==> config.mk <==
export PLATFORM = sky130hd
export DESIGN_NAME = rate_limited_press_logger_unit
export DESIGN_NICKNAME = d
export VERILOG_FILES = /design/src/design/rlpl_pkg.sv /design/src/design/rate_limited_press_logger_unit.sv /design/src/design/rlpl_log_ram.sv /design/src/design/rlpl_ctrl.sv
export SDC_FILE = /design/constraint.sdc
export NUM_CORES = 2
export LEC_CHECK = 0
export ABC_AREA = 1
export BUFFER_PORTS_ARGS = -buffer_cell sky130_fd_sc_hd__buf_2
export CAP_MARGIN = 20
export CELL_PAD_IN_SITES_DETAIL_PLACEMENT = 1
export CELL_PAD_IN_SITES_GLOBAL_PLACEMENT = 2
export CORE_MARGIN = 2
export CORE_UTILIZATION = 38
export CTS_CLUSTER_SIZE = 10
export DETAILED_ROUTE_END_ITERATION = 7
export PLACE_DENSITY_LB_ADDON = 0.1
export SKIP_LAST_GASP = 1
export SYNTH_ARGS = -nofsm -noshare
export SYNTH_HDL_FRONTEND = slang
export SYNTH_SLANG_ARGS = --single-unit
==> constraint.sdc <==
create_clock -name clk -period 5 [get_ports clk]
set_input_delay 0.5 -clock clk [delete_from_list [all_inputs] [get_ports clk]]
set_output_delay 0.5 -clock clk [all_outputs]
set_load 0.02 [all_outputs]
==> src/design/rlpl_pkg.sv <==
// ----------------------------------------------------------------------------
// rlpl_pkg
// Shared types and constants of the rate-limited press logger.
// ----------------------------------------------------------------------------
package rlpl_pkg;

  localparam int NUM_BUTTONS        = 12;
  localparam int PRESSES_PER_BUTTON = 4;
  localparam int LOG_DEPTH          = NUM_BUTTONS * PRESSES_PER_BUTTON;

  localparam int ADDR_W = $clog2(LOG_DEPTH);
  localparam int CNT_W  = 6;
  localparam int SEEN_W = $clog2(PRESSES_PER_BUTTON + 1);

  localparam int FUNC_W   = 2;
  localparam int MASK_W   = 12;
  localparam int TIME_W   = 32;
  localparam int IDX_W    = 8;
  localparam int BTN_W    = 4;
  localparam int STN_W    = 8;
  localparam int CFG_IDX_W = 1;
  localparam int CFG_W    = 32;

  localparam logic [TIME_W-1:0] HOLDOFF_RESET = 32'd1000;
  localparam logic [STN_W-1:0]  STATION_RESET = 8'd0;
  localparam logic [MASK_W-1:0] BTN_VALID     = MASK_W'((1 << NUM_BUTTONS) - 1);

  localparam logic [CFG_IDX_W-1:0] CFG_HOLDOFF = 1'd0;
  localparam logic [CFG_IDX_W-1:0] CFG_STATION = 1'd1;

  typedef enum logic [1:0] {
    FUNC_TICK  = 2'd0,
    FUNC_COUNT = 2'd1,
    FUNC_ENTRY = 2'd2,
    FUNC_CLEAR = 2'd3
  } func_t;

  typedef enum logic {
    KIND_COUNT = 1'b0,
    KIND_ENTRY = 1'b1
  } kind_t;

  typedef enum logic [2:0] {
    ST_IDLE,
    ST_NEXT,
    ST_SCAN,
    ST_CNT,
    ST_ENT
  } state_t;

  typedef struct packed {
    logic [STN_W-1:0]  station;
    logic [BTN_W-1:0]  button;
    logic [TIME_W-1:0] stamp;
  } log_word_t;

  localparam int WORD_W = $bits(log_word_t);

  typedef struct packed {
    logic              we;
    logic [ADDR_W-1:0] waddr;
    log_word_t         wdata;
    logic              re;
    logic [ADDR_W-1:0] raddr;
  } ram_req_t;

  typedef struct packed {
    logic              load;
    kind_t             kind;
    logic [CNT_W-1:0]  count;
    logic [TIME_W-1:0] stamp;
    logic [BTN_W-1:0]  button;
    logic [STN_W-1:0]  station;
  } reply_t;

endpackage

==> src/design/rate_limited_press_logger_unit.sv <==
// ----------------------------------------------------------------------------
// rate_limited_press_logger_unit
// Timestamped button-press log with per-button count and hold-off limits.
// ----------------------------------------------------------------------------
// A count or entry reply raises out_tvalid once the sequencer has entered its
// count or entry state and the reply is registered, or later while the result
// register is still occupied; an entry index beyond the log count gives no reply.
// A tick scans the log for each pressed button in turn; a drop ends that
// button's scan early. The scan reads one log entry a cycle through the single
// read port. Transactions are handled one at a time; reset empties the log at once.
module rate_limited_press_logger_unit (
  input  logic        clk,
  input  logic        rst_n,
  input  logic        in_tvalid,
  output logic        in_tready,
  input  logic [55:0] in_tdata,   // button_mask, now, entry_index, zero pad
  input  logic [1:0]  in_tuser,   // func
  output logic        out_tvalid,
  input  logic        out_tready,
  output logic [55:0] out_tdata,  // press_count, entry_time, entry_button,
                                  // entry_station, zero pad
  output logic        out_tuser,  // reply_kind
  input  logic                               cfg_we,
  input  logic [rlpl_pkg::CFG_IDX_W-1:0]     cfg_index,
  input  logic [rlpl_pkg::CFG_W-1:0]         cfg_data
);

  logic [rlpl_pkg::TIME_W-1:0] holdoff_r;
  logic [rlpl_pkg::STN_W-1:0]  station_r;
  logic                        out_vld_r, out_vld_nxt;
  logic [49:0]                 out_data_r;
  logic                        out_user_r;
  logic                        out_free;

  rlpl_pkg::reply_t    reply;
  rlpl_pkg::ram_req_t  ram_req;
  rlpl_pkg::log_word_t ram_rdata;
  logic [rlpl_pkg::WORD_W-1:0] ram_rword;

  assign out_free = !out_vld_r || out_tready;

  rlpl_ctrl u_ctrl (
    .clk       (clk),
    .rst_n     (rst_n),
    .in_valid  (in_tvalid),
    .in_ready  (in_tready),
    .in_func   (in_tuser),
    .in_mask   (in_tdata[11:0]),
    .in_now    (in_tdata[43:12]),
    .in_idx    (in_tdata[51:44]),
    .holdoff   (holdoff_r),
    .station   (station_r),
    .out_free  (out_free),
    .reply     (reply),
    .ram_req   (ram_req),
    .ram_rdata (ram_rdata)
  );

  rlpl_log_ram #(
    .DATA_W (rlpl_pkg::WORD_W),
    .DEPTH  (rlpl_pkg::LOG_DEPTH)
  ) u_log_ram (
    .clk   (clk),
    .we    (ram_req.we),
    .waddr (ram_req.waddr),
    .wdata (ram_req.wdata),
    .re    (ram_req.re),
    .raddr (ram_req.raddr),
    .rdata (ram_rword)
  );

  assign ram_rdata = rlpl_pkg::log_word_t'(ram_rword);

  always_ff @(posedge clk) begin
    if (!rst_n) begin
      holdoff_r <= rlpl_pkg::HOLDOFF_RESET;
      station_r <= rlpl_pkg::STATION_RESET;
    end else if (cfg_we) begin
      unique case (cfg_index)
        rlpl_pkg::CFG_HOLDOFF: holdoff_r <= cfg_data;
        rlpl_pkg::CFG_STATION: station_r <= cfg_data[rlpl_pkg::STN_W-1:0];
      endcase
    end
  end

  always_comb begin
    out_vld_nxt = out_vld_r;
    if (reply.load) begin
      out_vld_nxt = 1'b1;
    end else if (out_tready) begin
      out_vld_nxt = 1'b0;
    end
  end

  always_ff @(posedge clk) begin
    if (!rst_n) begin
      out_vld_r <= 1'b0;
    end else begin
      out_vld_r <= out_vld_nxt;
    end
  end

  always_ff @(posedge clk) begin
    if (reply.load) begin
      out_data_r <= {reply.station, reply.button, reply.stamp, reply.count};
      out_user_r <= reply.kind;
    end
  end

  assign out_tvalid = out_vld_r;
  assign out_tdata  = {6'd0, out_data_r};
  assign out_tuser  = out_user_r;

endmodule

==> src/design/rlpl_log_ram.sv <==
// ----------------------------------------------------------------------------
// rlpl_log_ram
// Simple dual-port log memory with one write port and a registered read port.
// ----------------------------------------------------------------------------
module rlpl_log_ram #(
  parameter int DATA_W = 44,
  parameter int DEPTH  = 48,
  parameter int ADDR_W = $clog2(DEPTH)
) (
  input  logic              clk,
  input  logic              we,
  input  logic [ADDR_W-1:0] waddr,
  input  logic [DATA_W-1:0] wdata,
  input  logic              re,
  input  logic [ADDR_W-1:0] raddr,
  output logic [DATA_W-1:0] rdata
);

  logic [DATA_W-1:0] mem [DEPTH];
  logic [DATA_W-1:0] rdata_r;

  always_ff @(posedge clk) begin
    if (we) begin
      mem[waddr] <= wdata;
    end
  end

  always_ff @(posedge clk) begin
    if (re) begin
      rdata_r <= mem[raddr];
    end
  end

  assign rdata = rdata_r;

endmodule

==> src/design/rlpl_ctrl.sv <==
// ----------------------------------------------------------------------------
// rlpl_ctrl
// Sequencer that scans the log memory for each pressed button, appends
// accepted presses, serves count and entry reads and clears the log.
// ----------------------------------------------------------------------------
module rlpl_ctrl (
  input  logic                           clk,
  input  logic                           rst_n,
  input  logic                           in_valid,
  output logic                           in_ready,
  input  logic [rlpl_pkg::FUNC_W-1:0]    in_func,
  input  logic [rlpl_pkg::MASK_W-1:0]    in_mask,
  input  logic [rlpl_pkg::TIME_W-1:0]    in_now,
  input  logic [rlpl_pkg::IDX_W-1:0]     in_idx,
  input  logic [rlpl_pkg::TIME_W-1:0]    holdoff,
  input  logic [rlpl_pkg::STN_W-1:0]     station,
  input  logic                           out_free,
  output rlpl_pkg::reply_t               reply,
  output rlpl_pkg::ram_req_t             ram_req,
  input  rlpl_pkg::log_word_t            ram_rdata
);

  rlpl_pkg::state_t state_r, state_nxt;

  logic [rlpl_pkg::CNT_W-1:0]  count_r, count_nxt;
  logic [rlpl_pkg::MASK_W-1:0] mask_r, mask_nxt;
  logic [rlpl_pkg::TIME_W-1:0] now_r, now_nxt;
  logic [rlpl_pkg::BTN_W-1:0]  btn_r, btn_nxt;
  logic [rlpl_pkg::CNT_W-1:0]  rd_k_r, rd_k_nxt;
  logic                        pend_r, pend_nxt;
  logic [rlpl_pkg::SEEN_W-1:0] seen_r, seen_nxt;

  logic                        accept;
  logic                        issue;
  logic                        match;
  logic                        drop;
  logic                        scan_done;
  logic                        idx_ok;
  logic [rlpl_pkg::SEEN_W:0]   seen_inc;
  logic [rlpl_pkg::TIME_W-1:0] age;
  logic [rlpl_pkg::BTN_W-1:0]  first_btn;

  function automatic logic [rlpl_pkg::BTN_W-1:0] lowest_set(
    input logic [rlpl_pkg::MASK_W-1:0] m
  );
    logic [rlpl_pkg::BTN_W-1:0] r;
    r = '0;
    for (int i = rlpl_pkg::MASK_W - 1; i >= 0; i--) begin
      if (m[i]) begin
        r = rlpl_pkg::BTN_W'(i);
      end
    end
    return r;
  endfunction

  assign in_ready  = (state_r == rlpl_pkg::ST_IDLE);
  assign accept    = in_valid && in_ready;
  assign idx_ok    = in_idx < rlpl_pkg::IDX_W'(count_r);
  assign first_btn = lowest_set(mask_r);

  assign issue     = (state_r == rlpl_pkg::ST_SCAN) && (rd_k_r < count_r);
  assign match     = pend_r && (ram_rdata.button == btn_r) && (ram_rdata.stamp != '0);
  assign seen_inc  = {1'b0, seen_r} + (rlpl_pkg::SEEN_W + 1)'(1);
  assign age       = now_r - ram_rdata.stamp;
  assign drop      = match && ((seen_inc >= (rlpl_pkg::SEEN_W + 1)'(rlpl_pkg::PRESSES_PER_BUTTON))
                               || (age < holdoff));
  assign scan_done = !issue && !pend_r;

  always_comb begin
    state_nxt = state_r;
    unique case (state_r)
      rlpl_pkg::ST_IDLE: begin
        if (accept) begin
          unique case (rlpl_pkg::func_t'(in_func))
            rlpl_pkg::FUNC_TICK:  state_nxt = rlpl_pkg::ST_NEXT;
            rlpl_pkg::FUNC_COUNT: state_nxt = rlpl_pkg::ST_CNT;
            rlpl_pkg::FUNC_ENTRY: state_nxt = idx_ok ? rlpl_pkg::ST_ENT : rlpl_pkg::ST_IDLE;
            rlpl_pkg::FUNC_CLEAR: state_nxt = rlpl_pkg::ST_IDLE;
          endcase
        end
      end
      rlpl_pkg::ST_NEXT: begin
        state_nxt = (mask_r == '0) ? rlpl_pkg::ST_IDLE : rlpl_pkg::ST_SCAN;
      end
      rlpl_pkg::ST_SCAN: begin
        if (drop || scan_done) begin
          state_nxt = rlpl_pkg::ST_NEXT;
        end
      end
      rlpl_pkg::ST_CNT, rlpl_pkg::ST_ENT: begin
        if (out_free) begin
          state_nxt = rlpl_pkg::ST_IDLE;
        end
      end
      default: state_nxt = rlpl_pkg::ST_IDLE;
    endcase
  end

  always_comb begin
    count_nxt = count_r;
    mask_nxt  = mask_r;
    now_nxt   = now_r;
    btn_nxt   = btn_r;
    rd_k_nxt  = rd_k_r;
    pend_nxt  = 1'b0;
    seen_nxt  = seen_r;

    ram_req       = '0;
    ram_req.waddr = count_r[rlpl_pkg::ADDR_W-1:0];
    ram_req.wdata = '{station: station, button: btn_r, stamp: now_r};
    ram_req.raddr = rd_k_r[rlpl_pkg::ADDR_W-1:0];

    reply         = '0;
    reply.count   = count_r;
    reply.kind    = rlpl_pkg::KIND_COUNT;

    unique case (state_r)
      rlpl_pkg::ST_IDLE: begin
        if (accept) begin
          mask_nxt = in_mask & rlpl_pkg::BTN_VALID;
          now_nxt  = in_now;
          if (rlpl_pkg::func_t'(in_func) == rlpl_pkg::FUNC_CLEAR) begin
            count_nxt = '0;
          end
          if ((rlpl_pkg::func_t'(in_func) == rlpl_pkg::FUNC_ENTRY) && idx_ok) begin
            ram_req.re    = 1'b1;
            ram_req.raddr = in_idx[rlpl_pkg::ADDR_W-1:0];
          end
        end
      end
      rlpl_pkg::ST_NEXT: begin
        btn_nxt  = first_btn;
        mask_nxt = mask_r & ~(rlpl_pkg::MASK_W'(1) << first_btn);
        rd_k_nxt = '0;
        seen_nxt = '0;
      end
      rlpl_pkg::ST_SCAN: begin
        ram_req.re = issue;
        rd_k_nxt   = rd_k_r + rlpl_pkg::CNT_W'(issue);
        pend_nxt   = issue && !drop;
        if (match) begin
          seen_nxt = seen_inc[rlpl_pkg::SEEN_W-1:0];
        end
        if (scan_done && (count_r < rlpl_pkg::CNT_W'(rlpl_pkg::LOG_DEPTH))) begin
          ram_req.we = 1'b1;
          count_nxt  = count_r + rlpl_pkg::CNT_W'(1);
        end
      end
      rlpl_pkg::ST_CNT: begin
        reply.load = out_free;
      end
      rlpl_pkg::ST_ENT: begin
        reply.load    = out_free;
        reply.kind    = rlpl_pkg::KIND_ENTRY;
        reply.stamp   = ram_rdata.stamp;
        reply.button  = ram_rdata.button;
        reply.station = ram_rdata.station;
      end
      default: begin
      end
    endcase
  end

  always_ff @(posedge clk) begin
    if (!rst_n) begin
      state_r <= rlpl_pkg::ST_IDLE;
      count_r <= '0;
      pend_r  <= 1'b0;
    end else begin
      state_r <= state_nxt;
      count_r <= count_nxt;
      pend_r  <= pend_nxt;
    end
  end

  always_ff @(posedge clk) begin
    mask_r <= mask_nxt;
    now_r  <= now_nxt;
    btn_r  <= btn_nxt;
    rd_k_r <= rd_k_nxt;
    seen_r <= seen_nxt;
  end

endmodule
---- Word level (Yosys, flattened, before mapping) ----
Memories as Yosys holds them, arrays and structs flattened. A register that Yosys moved wholly into a read port is not among the register bits.
Cells that the tools add are included.
storage, ports and cells
  flip-flop bits (word level) ............. 159
  RAM bits ................................ 2112
  input port bits ......................... 96
  memories ................................ 1
  output and inout port bits .............. 59
  word-level logic and storage cells ...... 115
memories
  name           words  width  rd ports  clocked after memory_dff  wr ports  RTL line            RTL
  u_log_ram.mem  48     44     1         1                         1         rlpl_log_ram.sv:19  logic [DATA_W-1:0] mem [DEPTH];
cells by class
  order comparisons ....................... 5
  add/sub/neg operators ................... 4
  bitwise operators ....................... 3
  reductions and logical operators ........ 33
  shift operators ......................... 1
  equal/unequal tests ..................... 14
  multiplexer cells ....................... 40
operators by type and width
  operator                                          number
  2-to-1 mux 4 bit                                  12
  less-than comparator 32 bit                       1
  nonzero test 32 bit                               1
  subtractor 32 bit                                 1
  2-to-1 mux 6 bit                                  4
  case mux 12 bit (2 select lines)                  1
  case mux 3 bit (4 select lines)                   2
  case mux 6 bit (2 select lines)                   2
  2-to-1 mux 3 bit                                  5
  2-to-1 mux 7 bit                                  2
  bitwise AND 12 bit                                1
  zero test 12 bit                                  1
  2-to-1 mux 12 bit                                 1
  inverter 12 bit                                   1
  AND reduction 2 bit                               6
  << shifter 1 x 4 -> 12 bit, first input constant  1
  logical AND 1 bit                                 9
  less-than comparator 8 x 6 -> 1 bit               1
  2-to-1 mux 1 bit                                  8
  inequality test 2 bit, second input constant      4
  nonzero test 2 bit                                4
  adder 6 x 1 -> 6 bit                              1
  adder 6 x 1 -> 6 bit, second input constant       1
  == test 3 x 2 -> 1 bit, second input constant     2
  other kinds (21)                                  28

---- Longest topological paths before layout ----
  word-level depth ........................ 16
  depth in mapped cells ................... 28
  depth with buffers taken out ............ 28

---- Modules after synthesis ----
A second synthesis with hierarchy kept.
second synthesis, totals
  cells, all modules ...................... 8015
  area, all modules ....................... 95193.8 sq um
by module, submodules not included
  module                          times used  cells each  seq. area each (sq um)  area an instance (sq um)
  rlpl_log_ram                    1           6844        64742.1                 85627.1
  rlpl_ctrl                       1           875         1911.8                  6303.5
  rate_limited_press_logger_unit  1           296         2352.3                  3263.1

---- Least setup slack after synthesis ----
Ideal clock, no wire load.
  path kind ............................... reg-to-reg
  from .................................... register u_ctrl.count_r[4] (netlist name)
  to ...................................... memory u_log_ram.mem[39][0] (enable)
  cell stages (with the launch flop) ...... 11
  arrival time ............................ 4.872 ns
  setup time .............................. 0.509 ns
  data required time ...................... 4.491 ns
  setup slack ............................. -0.382 ns
  path buffers ............................ 1
  period minus slack after synthesis ...... 5.382 ns
  cells stage by stage .................... dfxtp_1 -> clkbuf_1 -> inv_1 -> ha_1 -> nand2_1 -> o21a_1 -> nand2_1 -> nand4_1 -> inv_1 -> nand2_1 -> nor3b_1
on the way
  longest elaborated chain between the ends .. 9
  elaborated cells on any way between the ends .. 10
  those cells by class .................... order compare: 2; mux: 4; reduce/logical: 4
ends and longest elaborated chain
  what                                    RTL line            RTL
  start, declared                         rlpl_ctrl.sv:25     logic [rlpl_pkg::CNT_W-1:0] count_r, count_nxt;
  start signal, assigned                  rlpl_ctrl.sv:171    count_r <= count_nxt;
  less-than comparator 6 bit              rlpl_ctrl.sv:61     assign issue = (state_r == rlpl_pkg::ST_SCAN) && (rd_k_r < count_r);
  logical AND 1 bit                       rlpl_ctrl.sv:61
  zero test 1 bit                         rlpl_ctrl.sv:67     assign scan_done = !issue && !pend_r;
  logical AND 1 bit                       rlpl_ctrl.sv:67
  logical AND 1 bit                       rlpl_ctrl.sv:144    if (scan_done && (count_r < rlpl_pkg::CNT_W'(rlpl_pkg::LOG_DEPTH))) begin
  2-to-1 mux 1 bit                        rlpl_ctrl.sv:144
  2-to-1 mux 1 bit                        rlpl_ctrl.sv:117    unique case (state_r)
  2-to-1 mux 1 bit                        rlpl_log_ram.sv:23  if (we) begin
  2-to-1 mux 1 bit (not written as such)  rlpl_log_ram.sv:24  mem[waddr] <= wdata;
  end, declared                           rlpl_log_ram.sv:19
Parallel ways exist; a longest one is shown, timed or not.

---- Worst setup path in the final report ----
  from .................................... register u_ctrl.count_r[1] (netlist name)
  to ...................................... register u_log_ram.rdata_r[12], in the netlist u_log_ram.rdata[12] (read register of u_log_ram.mem) (data pin)
on the way
  longest elaborated chain between the ends .. 5
  elaborated cells on any way between the ends .. 8
  those cells by class .................... order compare: 2; mux: 4; reduce/logical: 2
ends and longest elaborated chain
  what                                                                 RTL line            RTL
  less-than comparator 8 x 6 -> 1 bit                                  rlpl_ctrl.sv:58     assign idx_ok = in_idx < rlpl_pkg::IDX_W'(count_r);
  logical AND 1 bit                                                    rlpl_ctrl.sv:125    if ((rlpl_pkg::func_t'(in_func) == rlpl_pkg::FUNC_ENTRY) && idx_ok) begin
  2-to-1 mux 7 bit                                                     rlpl_ctrl.sv:125
  2-to-1 mux 7 bit                                                     rlpl_ctrl.sv:119    if (accept) begin
  case mux 1 bit (2 select lines) or 2-to-1 mux 6 bit (tied branches)  rlpl_ctrl.sv:117
  end, declared                                                        rlpl_log_ram.sv:20  logic [DATA_W-1:0] rdata_r;
Parallel ways exist; a longest one is shown, timed or not.
A chain may end at the register's enable or synchronous reset.

==> out/qor.csv <==
stage;metric;value;unit
status;outcome;complete, no violations;
timing;finalSetupViolCount;0;
timing;finalCritPeriodShare;94.4;%
route;drc;0;
critical_path;timing.reg2reg.setup_slack;0.28;ns
place;io_buffers;144;
synth;synthArstFlopShare;0;%
synth;syn_avg_cell_area;10.8;um2
synth;synth_edf_count;2264;
power;powerDensity;561;nW/um2
floorplanning;fp.dieW;518;um
place;gp_congestion;0.849;
timing;fin_tns_setup;0;ns
clock_tree;worstSkewPairLatency;0.85;ns
critical_path;critPathBufInv;3;
min_path;min-delay-start;out_tready;
clock_tree;cts_buffer_depth;4;
timing;rsz0062_at_grt;false;
critical_path;end_kind;register;
grt;grt_overflow_total;0;
synth;synthFlopType;edfxtp_1;
critical_path;worst_ep_arrival_time;5.20;ns
finish;drive_above_1_share;8.72;%
route;drt_first_iter_violations;6750;
synth;yosys_warnings;0;
timing;fin_crit;4.72;ns
route;first_pass_iters;7;
route;viasPerCell;5.40;
floorplanning;core;262000;um2
finish;fillers;28200;
clock_tree;cts_tree;built;
floorplanning;start_util;38.2;%
run;maxCapViolCount;0;
timing;setup_ws;0.282;ns
critical_path;crit_chain;inv_1, ha_1, nand2_1, nand2_1, nand2_1, nand2_1, nand2_1, nand2_2, nand2_4, nand2_4, buf_12, buf_12, nand2_1, nand3_1, nand3_1, nand3_1, nand3_1, nand3_1, nand2_1;
power;max-vdd-ir-drop;0.562;mV
clock_tree;clock_sinks;2315;
synth;yosysSeqAreaShare;68.8;%
grt;antenna_found_initial;25;
timing;fin_worst_skew;0.0503;ns
power;p_leak;0.0468;uW
synth;syn_area;100000;um2
grt;grt_first_pass_wirelength;531000;um
synth;synth.area.top_cells;edfxtp_1 68%, nand3_1 8.9%, nand2_1 7.7%;
timing;maxSlewHeadroom;23.4;%
finish;syn_to_final_growth;15.8;%
clock_tree;clockRootBuffer;clkbuf_16;
critical_path;r2r-start;u_ctrl.count_r[1];
critical_path;crit_fanout;67;
route;final_antenna_net_count;0;
place;placed_cells;12800;
timing;hold_violations;0;
floorplanning;boundaryPins;155;
floorplanning;rows;188;
finish;regArea;69000;um2
critical_path;r2r-end;u_log_ram.rdata[12];
place;dp_slack;0.249;ns
min_path;whs_path_depth;4;
critical_path;worst-setup-path-type;register to register;
timing;max_slew.worst_pin.slew;1.15;ns
critical_path;r2r_cells;19;
critical_path;cpMaxStageDelayCell;nand2_2;
critical_path;max_stage_delay;0.50;ns
synth;ys_seq_elements;2315;
critical_path;start_kind;register;
floorplanning;die-area;268000;um2
clock_tree;clkTransAtPathRegs;0.06;ns
clock_tree;cts-buffers-inserted;284;
clock_tree;cts_setup_buffers;0;
grt;grt_usage;27.5;%
grt;grt_pass1_vias;72000;
timing;final_max_slew_viol_count;0;
clock_tree;htreeDepth;5;
route;avgRoutedWirePerCell;28.3;um
critical_path;crit_required;5.49;ns
route;routed_wirelength;376000;um
synth;yosys.area.top_type_share;67.8;%
floorplanning;die_h;518;um
finish;multi_input_area;23300;um2
route;vias;71700;
min_path;min_to;out_tvalid;
place;dp_hpwl;207000;um
min_path;hold_class;input port to register;
synth;synthCells;9316;
grt;grt_start_max_net_pins;109;
critical_path;critPathMostFrequentCell;nand2_1;
finish;final_cells;13300;
critical_path;cpLargestDelayFamily;simple AND/OR/NAND/NOR gates;
finish;nNetsFinal;9815;
synth;synth_cell_type_count;41;
timing;fmax;0.212;GHz
synth;synth_area_leader_cell;edfxtp_1;
power;power.total;65200;uW
==> state kept, by name, indices dropped and copies added (netlist names) <==
name and cells:
u_log_ram.rdata 44, u_ctrl.state_r 3, u_ctrl.rd_k_r 6, out_tvalid 1, u_ctrl.count_r 6, u_ctrl.now_r 32
u_ctrl.seen_r 3, u_ctrl.btn_r 4, u_ctrl.pend_r 1, station_r 8, out_tuser 1, holdoff_r 32
u_log_ram.mem 2112, u_ctrl.mask_r 12, out_data_r 50
==> how the worst max path moves through the flow <==
stage / to / from / cells after the start
finish: u_log_ram.rdata[12] / u_ctrl.count_r[1] / 19
detailed placement: u_log_ram.rdata[12] / u_ctrl.count_r[1] / 19
CTS: u_log_ram.rdata[12] / u_ctrl.count_r[1] / 17
floorplan: u_log_ram.mem[11][0] / u_ctrl.count_r[4] / 10
global placement: u_log_ram.rdata[12] / u_ctrl.count_r[3] / 15
global route: u_ctrl.state_r[1] / u_ctrl.now_r[21] / 26
==> final cells by class <==
type,count,share of cell area [%]
clock buffers,368,6.63
clock inverters,32,0.220
inverters,1667,5.40
multi-input cells,4835,20.1
repair buffers,539,4.43
flip-flops and latches,2315,59.4
diodes,7,0.0151
well taps,3515,3.79
==> what timing repair did <==
item                                    4_1_cts  5_1_grt
endpoints found under the hold margin        78        0
resized for setup                             0        1
endpoints found under the setup margin        0        3
hold buffers                                 76        0
==> routing by layer <==
metal	GRT usage, %	up-vias	wire [um]
met4	8.02	2	11400
met5	0	-	13
met3	3.01	560	21300
met2	44.6	2185	174000
met1	39.0	37200	169000
li1	-	31800	-
==> cells in the final DEF, fill, tap and decap left out, types with 19 or more instances in the layout <==
cell type / instances
edfxtp_1: 2264
nor2_1: 211
inv_1: 1658
ha_1: 76
nor2_4: 49
dlygate4sd3_1: 76
o211ai_1: 274
buf_12: 101
o21ai_0: 167
buf_2: 144
xor2_1: 22
clkbuf_16: 296
clkbuf_1: 70
nand3_1: 1786
dfxtp_1: 51
clkinv_1: 19
nand2_1: 2050
a21oi_1: 94
buf_4: 218
==> cell families (layout without fill, tap and decap cells) <==
| family | after synthesis | count (layout) | synth area share, % |
|---|---|---|---|
| buffers and inverters | 2171 | 2606 | 8.40 |
| AO/OA/AOI/OAI | 569 | 569 | 3.61 |
| XOR/XNOR | 34 | 34 | 0.297 |
| AND/OR/NAND/NOR | 4149 | 4149 | 17.9 |
| adder cells (fa/ha/maj) | 77 | 77 | 0.968 |
| other | 1 | 13 | 0.00374 |
| flip-flops | 2315 | 2315 | 68.8 |
==> metrics by stage <==
step                      util, %  instance area [um2]  hold WS (ns)
after global routing         44.3               116000         0.104
after detailed placement     40.9               107000         0.496
after CTS                    44.3               116000        0.0647
after floorplan                 -               100000         0.406
final                        44.3               116000         0.108
after global placement       40.9               107000         0.488
==> where the power goes <==
part	switching (uW)	internal, uW	leakage [uW]
clock network	7860	10700	0.00386
logic	17000	6410	0.0222
registers	315	22900	0.0208
==> cells in the mapped netlist (all sizes together), types with 6 or more instances <==
library cell  number
nand2           2059
o21ai            172
nor3              16
nor4               6
nor2             260
dfxtp             51
ha                76
nand4             15
o21a               8
xnor2             12
xor2              22
inv             1664
nand3           1788
buf              263
clkbuf           241
a21oi             95
o211ai           274
edfxtp          2264
==> worst reg2reg max path, delay by kind of cell (launching register included) <==
family / cells / cell delay [ns]
adders and majority gates: 1 / 0.34
buffers and inverters: 3 / 0.88
DFF: 1 / 0.47
and+or+nand+nor: 15 / 2.64
Note: power is estimated with default switching activity, not from simulation.
